**src/hdl/slpb_pkg.sv**
```systemverilog
`timescale 1ns / 1ps

package slpb_pkg;

    // fixed field widths
    localparam int LIMIT_W = 11;
    localparam int PRIME_W = 10;

    // limit register reset value and lower clamp
    localparam logic [LIMIT_W-1:0] LIMIT_RESET = 11'd1000;
    localparam int LIMIT_FLOOR = 3;

    // control from top level to sieve engine
    typedef struct packed {
        logic start;
        logic ack;
    } t_eng_ctl;

    // status from sieve engine to top level
    typedef struct packed {
        logic idle;
        logic done;
    } t_eng_status;

endpackage

```
**src/hdl/slpb_req_if.sv**
```systemverilog
`timescale 1ns / 1ps

// search request channel
interface slpb_req_if;
    logic valid;
    logic ready;
    logic start_search;

    modport source (output valid, output start_search, input ready);
    modport sink (input valid, input start_search, output ready);
endinterface

```
**src/hdl/slpb_res_if.sv**
```systemverilog
`timescale 1ns / 1ps

// search result channel
interface slpb_res_if;
    logic valid;
    logic ready;
    logic [slpb_pkg::PRIME_W-1:0] largest_prime;

    modport source (output valid, output largest_prime, input ready);
    modport sink (input valid, input largest_prime, output ready);
endinterface

```
**src/hdl/slpb_engine.sv**
```systemverilog
`timescale 1ns / 1ps

module slpb_engine #(
    parameter int MAX_LIMIT = 1024,
    parameter int LW = 11
) (
    input  logic                         i_clk,
    input  logic                         i_rst_n,
    input  slpb_pkg::t_eng_ctl           i_ctl,
    input  logic [LW-1:0]                i_lim,
    output slpb_pkg::t_eng_status        o_status,
    output logic [slpb_pkg::PRIME_W-1:0] o_prime
);

    localparam int AW = $clog2(MAX_LIMIT);
    localparam int PW = LW + 1;

    typedef enum logic [2:0] {
        S_IDLE,
        S_CLEAR,
        S_BASE,
        S_TEST,
        S_MARK,
        S_SCAN,
        S_HOLD
    } t_state;

    t_state                       r_state;
    logic                         r_idle;
    logic                         r_done;
    logic [slpb_pkg::PRIME_W-1:0] r_prime;
    logic [LW-1:0]                r_lim;
    logic [PW-1:0]                r_ptr;
    logic [AW-1:0]                r_base;
    logic                         r_pend;
    logic [AW-1:0]                r_pend_addr;

    // composite bitmap
    logic                         r_map [MAX_LIMIT];
    logic                         r_rdata;
    logic                         w_we;
    logic                         w_wdata;
    logic [AW-1:0]                w_waddr;
    logic [AW-1:0]                w_raddr;

    logic [2*AW-1:0]              w_sq;
    logic                         w_sq_over;
    logic                         w_ptr_in;

    // base square against limit, pointer inside sieve range
    assign w_sq      = r_base * r_base;
    assign w_sq_over = {{LW{1'b0}}, w_sq} > {{(2*AW){1'b0}}, r_lim};
    assign w_ptr_in  = r_ptr < {1'b0, r_lim};

    // bitmap port control
    assign w_we    = (r_state == S_CLEAR) || ((r_state == S_MARK) && w_ptr_in);
    assign w_wdata = (r_state == S_MARK);
    assign w_waddr = r_ptr[AW-1:0];
    assign w_raddr = (r_state == S_SCAN) ? r_ptr[AW-1:0] : r_base;

    // bitmap memory, one write and one registered read per cycle
    always_ff @(posedge i_clk) begin
        if (w_we) begin
            r_map[w_waddr] <= w_wdata;
        end
        r_rdata <= r_map[w_raddr];
    end

    // search sequencer: clear, mark multiples, scan down
    always_ff @(posedge i_clk) begin
        if (!i_rst_n) begin
            r_state <= S_IDLE;
            r_idle  <= 1'b1;
            r_done  <= 1'b0;
            r_pend  <= 1'b0;
        end else begin
            unique case (r_state)
                S_IDLE: begin
                    if (i_ctl.start) begin
                        r_lim   <= i_lim;
                        r_ptr   <= '0;
                        r_idle  <= 1'b0;
                        r_state <= S_CLEAR;
                    end
                end
                S_CLEAR: begin
                    if (r_ptr[LW-1:0] == r_lim - LW'(1)) begin
                        r_base  <= AW'(2);
                        r_state <= S_BASE;
                    end else begin
                        r_ptr <= r_ptr + PW'(1);
                    end
                end
                S_BASE: begin
                    if (w_sq_over) begin
                        r_ptr   <= {1'b0, r_lim - LW'(1)};
                        r_pend  <= 1'b0;
                        r_state <= S_SCAN;
                    end else begin
                        r_state <= S_TEST;
                    end
                end
                S_TEST: begin
                    if (!r_rdata) begin
                        r_ptr   <= PW'({r_base, 1'b0});
                        r_state <= S_MARK;
                    end else begin
                        r_base  <= r_base + AW'(1);
                        r_state <= S_BASE;
                    end
                end
                S_MARK: begin
                    if (w_ptr_in) begin
                        r_ptr <= r_ptr + PW'(r_base);
                    end else begin
                        r_base  <= r_base + AW'(1);
                        r_state <= S_BASE;
                    end
                end
                S_SCAN: begin
                    if (r_pend && (!r_rdata || r_pend_addr == AW'(2))) begin
                        r_prime <= slpb_pkg::PRIME_W'(r_pend_addr);
                        r_done  <= 1'b1;
                        r_state <= S_HOLD;
                    end else begin
                        r_pend      <= 1'b1;
                        r_pend_addr <= r_ptr[AW-1:0];
                        r_ptr       <= r_ptr - PW'(1);
                    end
                end
                S_HOLD: begin
                    if (i_ctl.ack) begin
                        r_done  <= 1'b0;
                        r_idle  <= 1'b1;
                        r_state <= S_IDLE;
                    end
                end
                default: begin
                    r_state <= S_IDLE;
                end
            endcase
        end
    end

    assign o_status.idle = r_idle;
    assign o_status.done = r_done;
    assign o_prime       = r_prime;

    // checks
    a_done_not_idle: assert property (@(posedge i_clk) disable iff (!i_rst_n)
        r_done |-> !r_idle)
        else $error("engine reports done while idle");

    a_write_in_range: assert property (@(posedge i_clk) disable iff (!i_rst_n)
        w_we |-> w_ptr_in)
        else $error("bitmap write beyond the search limit");

    a_scan_floor: assert property (@(posedge i_clk) disable iff (!i_rst_n)
        ((r_state == S_SCAN) && r_pend) |-> (r_pend_addr >= AW'(2)))
        else $error("scan went below two");

endmodule

```
**src/hdl/sieve_largest_prime_below_unit.sv**
```systemverilog
`timescale 1ns / 1ps

// Largest prime below a limit. Each request beat with start_search set runs a fresh
// sieve of Eratosthenes over 0 .. L-1 in a bitmap memory with one write and one read
// port and returns one result beat with the largest prime below L; a beat with
// start_search clear is taken and gives no result. L is the search_limit register
// clamped to 3 .. MAX_LIMIT and is sampled when the search starts. A search clears the
// map, tests each base up to sqrt(L), marks the multiples of each prime base, and then
// scans down from L-1 to the answer, which is then handed to the output register.
// One search runs at a time; a finished result waits in the output register while the
// next request is accepted.
module sieve_largest_prime_below_unit #(
    parameter int MAX_LIMIT = 1024
) (
    input  logic                         i_clk,
    input  logic                         i_rst_n,
    input  logic                         i_search_limit_we,
    input  logic [slpb_pkg::LIMIT_W-1:0] i_search_limit,
    slpb_req_if.sink                     i_req,
    slpb_res_if.source                   o_res
);

    localparam int LW = ($clog2(MAX_LIMIT + 1) > slpb_pkg::LIMIT_W) ?
                        $clog2(MAX_LIMIT + 1) : slpb_pkg::LIMIT_W;

    logic [slpb_pkg::LIMIT_W-1:0] r_limit;
    logic                         r_start;
    logic                         r_out_valid;
    logic [slpb_pkg::PRIME_W-1:0] r_out_prime;

    logic [LW-1:0]                w_lim_ext;
    logic [LW-1:0]                w_lim_eff;
    logic                         w_accept;
    logic                         w_load;
    slpb_pkg::t_eng_ctl           w_ctl;
    slpb_pkg::t_eng_status        w_st;
    logic [slpb_pkg::PRIME_W-1:0] w_prime;

    // limit register
    always_ff @(posedge i_clk) begin
        if (!i_rst_n) begin
            r_limit <= slpb_pkg::LIMIT_RESET;
        end else if (i_search_limit_we) begin
            r_limit <= i_search_limit;
        end
    end

    // clamp limit to the sieve range
    assign w_lim_ext = LW'(r_limit);
    always_comb begin
        priority if (w_lim_ext > LW'(MAX_LIMIT)) begin
            w_lim_eff = LW'(MAX_LIMIT);
        end else if (w_lim_ext < LW'(slpb_pkg::LIMIT_FLOOR)) begin
            w_lim_eff = LW'(slpb_pkg::LIMIT_FLOOR);
        end else begin
            w_lim_eff = w_lim_ext;
        end
    end

    // request side
    assign i_req.ready = w_st.idle && !r_start;
    assign w_accept    = i_req.valid && i_req.ready;

    always_ff @(posedge i_clk) begin
        if (!i_rst_n) begin
            r_start <= 1'b0;
        end else begin
            r_start <= w_accept && i_req.start_search;
        end
    end

    // result register
    assign w_load = w_st.done && (!r_out_valid || o_res.ready);

    always_ff @(posedge i_clk) begin
        if (!i_rst_n) begin
            r_out_valid <= 1'b0;
        end else if (w_load) begin
            r_out_valid <= 1'b1;
        end else if (o_res.ready) begin
            r_out_valid <= 1'b0;
        end
    end

    always_ff @(posedge i_clk) begin
        if (w_load) begin
            r_out_prime <= w_prime;
        end
    end

    assign o_res.valid         = r_out_valid;
    assign o_res.largest_prime = r_out_prime;

    assign w_ctl.start = r_start;
    assign w_ctl.ack   = w_load;

    slpb_engine #(
        .MAX_LIMIT (MAX_LIMIT),
        .LW        (LW)
    ) u_engine (
        .i_clk    (i_clk),
        .i_rst_n  (i_rst_n),
        .i_ctl    (w_ctl),
        .i_lim    (w_lim_eff),
        .o_status (w_st),
        .o_prime  (w_prime)
    );

    // checks
    a_start_when_idle: assert property (@(posedge i_clk) disable iff (!i_rst_n)
        r_start |-> w_st.idle)
        else $error("search started while engine busy");

endmodule
```
**src/flat_wrapper.sv**
```systemverilog
// flat-port wrapper written by rule: the top's interface ports become plain ports
module sieve_largest_prime_below_unit_flat 
#(
    parameter int MAX_LIMIT = 1024
)
  (i_clk, i_rst_n, i_search_limit_we, i_search_limit, i_req_valid, i_req_start_search, i_req_ready, o_res_valid, o_res_largest_prime, o_res_ready);
  slpb_req_if i_req_i ();
  slpb_res_if o_res_i ();
  input  logic i_clk;
  input  logic i_rst_n;
  input  logic i_search_limit_we;
  input  logic [slpb_pkg::LIMIT_W-1:0] i_search_limit;
  input wire logic [$bits(i_req_i.valid)-1:0] i_req_valid;
  input wire logic [$bits(i_req_i.start_search)-1:0] i_req_start_search;
  output wire logic [$bits(i_req_i.ready)-1:0] i_req_ready;
  output wire logic [$bits(o_res_i.valid)-1:0] o_res_valid;
  output wire logic [$bits(o_res_i.largest_prime)-1:0] o_res_largest_prime;
  input wire logic [$bits(o_res_i.ready)-1:0] o_res_ready;
  assign i_req_i.valid = i_req_valid;
  assign i_req_i.start_search = i_req_start_search;
  assign i_req_ready = i_req_i.ready;
  assign o_res_valid = o_res_i.valid;
  assign o_res_largest_prime = o_res_i.largest_prime;
  assign o_res_i.ready = o_res_ready;
  sieve_largest_prime_below_unit #(.MAX_LIMIT(MAX_LIMIT)) u_core (.i_clk(i_clk), .i_rst_n(i_rst_n), .i_search_limit_we(i_search_limit_we), .i_search_limit(i_search_limit), .i_req(i_req_i), .o_res(o_res_i));
endmodule
```
**config.mk**
```make
export PLATFORM = sky130hd
export DESIGN_NAME = sieve_largest_prime_below_unit_flat
export DESIGN_NICKNAME = d
export VERILOG_FILES = /design/src/hdl/slpb_pkg.sv /design/src/hdl/slpb_req_if.sv /design/src/hdl/slpb_res_if.sv /design/src/hdl/slpb_engine.sv /design/src/hdl/sieve_largest_prime_below_unit.sv /design/src/flat_wrapper.sv
export SDC_FILE = /design/constraint.sdc
export NUM_CORES = 2
export LEC_CHECK = 0
export ABC_AREA = 1
export BUFFER_PORTS_ARGS = -buffer_cell sky130_fd_sc_hd__buf_2
export CAP_MARGIN = 30
export CELL_PAD_IN_SITES_DETAIL_PLACEMENT = 1
export CELL_PAD_IN_SITES_GLOBAL_PLACEMENT = 1
export CORE_MARGIN = 2
export CORE_UTILIZATION = 50
export DETAILED_ROUTE_END_ITERATION = 10
export PLACE_DENSITY_LB_ADDON = 0.1
export SYNTH_ARGS = -nofsm -noshare
export SYNTH_HDL_FRONTEND = slang
export SYNTH_HIERARCHICAL = 1
export SYNTH_SLANG_ARGS = --single-unit
```
**constraint.sdc**
```tcl
create_clock -name i_clk -period 25.5 [get_ports i_clk]
set_input_delay 5.1 -clock i_clk [delete_from_list [all_inputs] [get_ports i_clk]]
set_output_delay 5.1 -clock i_clk [all_outputs]
set_load 0.03 [all_outputs]
```
After elaboration in Yosys (flattened, before gate mapping)

Memory sizes are Yosys's and may differ from the RTL's. A register that Yosys moved wholly into a read port is not among the register bits.
Index checks and enable logic that the tools add are counted.

Bitwise gates (word level): 1
Equal/unequal tests: 19
Mux-type cells: 34
Order comparisons: 4
$mul: 1
Add/sub/neg operators: 5
Reductions and logical operators: 29

Operators by type and width:

| cell                                                                  | number |
|---|---|
| 12-bit two-way mux                                                    | 6 |
| 12-bit case mux with 6 select lines                                   | 1 |
| 10-bit two-way mux                                                    | 4 |
| 10-bit case mux with 3 select lines                                   | 1 |
| 3-bit two-way mux                                                     | 7 |
| 3-bit case mux with 7 select lines                                    | 1 |
| 20-bit by 11-bit greater-than comparator with 1-bit output            | 1 |
| 10-bit by 10-bit multiplier with 20-bit output                        | 1 |
| 3-bit AND reduction                                                   | 6 |
| 12-bit by 1-bit adder with 12-bit output, second input constant       | 1 |
| 12-bit by 10-bit adder with 12-bit output                             | 1 |
| 12-bit by 11-bit < comparator with 1-bit output                       | 1 |
| 2-bit != test, second input constant                                  | 6 |
| 12-bit by 1-bit subtractor with 12-bit output, second input constant  | 1 |
| 11-bit == test                                                        | 1 |
| 11-bit greater-than comparator, second input constant                 | 1 |
| 11-bit by 2-bit < comparator with 1-bit output, second input constant | 1 |
| 11-bit two-way mux                                                    | 1 |
| 11-bit by 1-bit subtractor with 11-bit output, second input constant  | 1 |
| 10-bit by 1-bit adder with 10-bit output, second input constant       | 1 |
| 10-bit by 2-bit == test with 1-bit output, second input constant      | 1 |
| 1-bit two-way mux                                                     | 10 |
| 2-bit by 1-bit != test with 1-bit output, second input constant       | 5 |
| 5-bit AND reduction                                                   | 2 |
| 14 further kinds                                                      | 31 |

Flip-flop bits (word level): 82
Output and inout bits: 12
Input bits: 17
Bits in writable memories: 1024
Memories kept: 1
Logic and storage cells: 108

Memory list:

| name                  | depth | bits a word | read ports | clocked after Yosys merged registers in | wr ports | RTL line          | text |
|---|---|---|---|---|---|---|---|
| u_core.u_engine.r_map | 1024  | 1           | 1          | 1                                       | 1        | slpb_engine.sv:39 | `logic r_map [MAX_LIMIT];` |

Logic depth before layout (Yosys ltp)

Word-level depth: 5
Mapped depth: 34
Depth with buffers taken out: 32

Cells and area by module

Netlist, hierarchy kept.

By module, submodules not included:

| module                         | instances | seq. area each (sq um) | area each (sq um) | cells each |
|---|---|---|---|---|
| slpb_engine                    | 1         | 32481.2                | 55067.8           | 6019 |
| sieve_largest_prime_below_unit | 1         | 560.5                  | 879.6             | 94 |

Least setup slack after synthesis

OpenSTA, ideal clock, no wires.

Path type: register to register
From: register u_core.u_engine.r_state[0]
To: register u_core.u_engine.r_ptr[10], data pin
Period minus slack after synthesis: 20242 ps
Setup time: 259 ps
Slack: 5258 ps
Data required time: 25241 ps
Stages on the path, launching flop included: 22
Path buffers: 2
Arrival time: 19983 ps
Path through: dfxtp_1 buf_2 nor2_1 nand2_1 inv_1 clkbuf_1 a21oi_1 fa_1 nand3b_1 nand2_1 nand2_1 nand2_1 a21oi_1 nor2_1 o21ai_0 nand2_1 nand2_1 nand2_1 a21oi_1 or2_2 nand3_1 nand3_1

Cells in the longest elaborated chain, start to end: 2
Elaborated cells between the ends (all ways): 7
Those cells by class: 5 x eq/ne; 1 x mux; 1 x reduce/logical

RTL lines:

| what                                | RTL line           | text |
|---|---|---|
| from (decl)                         | slpb_engine.sv:28  | `t_state r_state;` |
| from (signal assigned)              | slpb_engine.sv:72  | `r_state <= S_IDLE;` |
| from (signal assigned)              | slpb_engine.sv:83  | `r_state <= S_CLEAR;` |
| from (signal assigned)              | slpb_engine.sv:89  | `r_state <= S_BASE;` |
| 3-bit == test                       | --                 |  |
| via u_core.u_engine.w_wdata         | slpb_engine.sv:42  | `logic w_wdata;` |
| 12-bit case mux with 6 select lines | slpb_engine.sv:77  | `unique case (r_state)` |
| to (signal assigned)                | slpb_engine.sv:91  | `r_ptr <= r_ptr + PW'(1);` |
| to (signal assigned)                | slpb_engine.sv:96  | `r_ptr <= {1'b0, r_lim - LW'(1)};` |
| to (signal assigned)                | slpb_engine.sv:105 | `r_ptr <= PW'({r_base, 1'b0});` |
| to (decl)                           | slpb_engine.sv:33  | `logic [PW-1:0] r_ptr;` |

The timed path passes the listed nets, and every way through them passes these cells.
A chain may end at the register's enable or synchronous reset.

Worst setup path after layout

From: register u_core.u_engine.r_base[4]
To: register u_core.u_engine.r_ptr[3], enable pin

Cells in the longest elaborated chain, start to end: 4

RTL lines:

| what                                                       | RTL line           | text |
|---|---|---|
| from (decl)                                                | slpb_engine.sv:34  | `logic [AW-1:0] r_base;` |
| from (signal assigned)                                     | slpb_engine.sv:108 | `r_base <= r_base + AW'(1);` |
| from (signal assigned)                                     | slpb_engine.sv:116 | `r_base <= r_base + AW'(1);` |
| 10-bit by 10-bit multiplier with 20-bit output             | slpb_engine.sv:51  | `assign w_sq = r_base * r_base;` |
| 20-bit by 11-bit greater-than comparator with 1-bit output | slpb_engine.sv:52  | `assign w_sq_over = {{LW{1'b0}}, w_sq} > {{(2*AW){1'b0}}, r_lim};` |
| 2-bit != test (no source line)                             | --                 |  |
| 8-bit AND reduction (no source line)                       | --                 |  |

No other way between the ends.

==> results.toml <==
[synthesis]
ys_seq_area_share_pct = 59.1
ys_warn_count = 6
yosysTopAreaCell = "edfxtp_1"
ys_ff_latch = 1107
syn_nets = 6262
async_reset_ff_share_pct = 0
yosysTopAreaCellShare_pct = 58.3
syn-cell-area_um2 = 55900
synth_edf_count = 1087
ys.flop_type = "edfxtp_1"
yosys-top-cells-area = "edfxtp_1, nand2_1, nor2_1"
avgSynthCellArea_um2 = 9.15
synth_cells = 6113
yosysUniqueCellTypes = 48

[die]
die_w_um = 339
io_pins = 29
rows = 122
die_area_um2 = 115000
coreArea_um2 = 111000
die_h_um = 339
initial_core_util_pct = 50.5

[setup_path]
crit_slowest_cell = "edfxtp_1"
critPathCaptureType = "flop"
critPathArrivalTime_ps = 7150
path_max_fanout = 17
critical_path_class = "flop to flop"
required_ps = 25890
worst_setup_path_start_kind = "flop"
critPathMaxStageDelay_ps = 790
crit_top_cell = "nand2_1"

[sta]
clock.fmax_mhz = 148
period_needed_ps = 6750
rsz0062_at_grt = "false"
slew_violations = 0
finClkSkew_ps = 27.7
setup_tns_ps = 0
hold_violations = 0
max_slew_margin_pct = 24.5
tightest_slew_ps = 1130
post-route-period-util_pct = 26.5
setup_viol = 0

[power]
p_leak_nw = 23.5
power_density_nw_per_um2 = 80.6
pwr-share-clk_pct = 32.7
internal-power_mw = 3.32
power_frac_seq_pct = 41.1
swShare_pct = 32.7
pwr-share-comb_pct = 26.3
report.power.total_mw = 4.94
ir_drop_mv = 0.167
p_sw_mw = 1.61

[route]
routed_wl_um = 178000
routedWlPerCell_um = 23.7
num_vias = 43500
drc = 0
viasPerCell = 5.78
antenna_left = 0
drtIter0Drc = 4855
first_pass_iters = 6

[outcome]
status = "finished clean"

[place]
place_congestion = 0.830
place_hpwl_um = 96800
port_buffers = 28

[clocking]
cts_buffers = 118
clock_path_buffers = 3
post_cts_buffers = 0
clock-root-buffer = "clkbuf_16"
htreeDepth = 3
cts.sinks = 1107
clkTransAtPathRegs_ps = 60
cts.repair.resized = 0
cts_tree = "done"
postCtsHoldBufs = 0
clk_latency_ps = 720

[layout]
n_antenna_cell = 0
layout-drive-gt1-share_pct = 5.80
layout_common_cells = "nand2_1, nor2_1, edfxtp_1"
finalNetCount = 6091
area_delta_synth_final_pct = 9.49
final_common_cell = "nand2_1"

[run]
timing.max_cap.violations = 0

[global_routing]
grt_start_max_net_pins = 198
grt_pass1_vias = 44500
grt_usage_pct = 30.9
grt_pass1_wl_um = 268000
grt.overflow.total = 0
antenna_found_initial = 4

[min_path]
hold_path_class = "flop to flop"
## final timing paths
check / from / end / slack [ps] / cells after the start
hold / removal: u_core/u_engine/o_prime[8] / u_core/o_res.largest_prime[8] / 430 / 0
hold reg to reg: u_core/u_engine/o_prime[8] / u_core/o_res.largest_prime[8] / 430 / 0
setup / recovery: u_core/u_engine/r_base[4] / u_core/u_engine/r_ptr[3] / 18750 / 26
setup reg to reg: u_core/u_engine/r_base[4] / u_core/u_engine/r_ptr[3] / 18750 / 26
## power groups by stage
stage | registers [mW] | clock network [mW] | logic (mW)
floorplan | 2.06 | 0 | 0.917
global placement | 2.06 | 0 | 1.25
detailed placement | 2.06 | 0 | 1.29
CTS | 2.03 | 1.63 | 1.30
global route | 2.03 | 1.70 | 1.47
finish | 2.03 | 1.61 | 1.30
## state kept, by name, indices dropped and copies added (netlist names)
| signal | cells |
|---|---|
| u_core/u_engine/r_state | 3 |
| u_core/u_engine/r_lim | 11 |
| u_core/o_res.largest_prime | 10 |
| u_core/u_engine/r_pend | 1 |
| u_core/u_engine/r_rdata | 1 |
| u_core/u_engine/r_idle | 1 |
| u_core/o_res.valid | 1 |
| u_core/u_engine/o_prime | 10 |
| u_core/u_engine/r_base | 10 |
| u_core/u_engine/r_done | 1 |
| u_core/r_limit | 11 |
| u_core/u_engine/r_ptr | 12 |
| u_core/r_start | 1 |
| u_core/u_engine/r_map | 1024 |
| u_core/u_engine/r_pend_addr | 10 |
## critical path: cells and delay by family, from the launching register on
| kind | cells | cell delay [ps] |
|---|---|---|
| DFF | 1 | 790 |
| adders and majority gates | 7 | 2830 |
| xor gates and xnor gates | 1 | 180 |
| AOI/OAI and AO/OA | 2 | 530 |
| and+or+nand+nor | 13 | 1680 |
| buffers and inverters | 3 | 420 |
## metal layers
layer  global-route usage [%]  vias to the layer above  part of all wire (%)
met5                        0                        -                     0
met2                     51.3                     1539                    47
met4                     10.8                        0                   3.6
li1                         -                    19600                     -
met1                     42.2                    22100                    42
met3                     3.56                      335                   7.3
## through the flow
step	worst slack (ps)	instance area (µm²)	instances	util, %	hold WS, ps
floorplan	5260	55900	6113	-	400
global placement	18540	56800	7269	51.2	408
detailed placement	18420	57600	7303	51.9	416
CTS	18750	61100	7515	55.1	430
global route	18260	61300	7522	55.3	433
finish	18750	61300	7522	55.3	427
## Yosys cell counts (all sizes together), types with 2 or more instances
library cell and instances:
nand4 16, a31oi 3, o22ai 2, nor2 1166, xnor2 9, nand3b 18, dfxtp 20, ha 84
o31ai 2, edfxtp 1087, a211oi 5, nand3 745, buf 201, o221ai 10, or2 4, o21ai 65
inv 734, clkinv 2, nand2 1361, nor3 29, o211ai 172, a21oi 53, fa 48, a21o 2
nor4 2, xor2 27, clkbuf 237, o21bai 2
## cell families (layout without fill, tap and decap cells)
group / count (synthesis) / after routing / synth area share (%)
AND/OR/NAND/NOR: 3343 / 3343 / 24.5
flip-flops: 1107 / 1107 / 59.1
AO/OA/AOI/OAI: 321 / 321 / 3.84
adder cells (fa/ha/maj): 132 / 132 / 3.60
XOR/XNOR: 36 / 36 / 0.564
buffers and inverters: 1174 / 1095 / 8.45
## layout make-up
class | count | area [µm²]
Fill cell | 12600 | 49600
Timing Repair Buffer | 147 | 1720
Sequential cell | 1107 | 33000
Clock buffer | 162 | 3170
Clock inverter | 50 | 349
Inverter | 736 | 2780
Tap cell | 1488 | 1860
Multi-Input combinational cell | 3832 | 18300
Power figures use the tool's default switching activity.
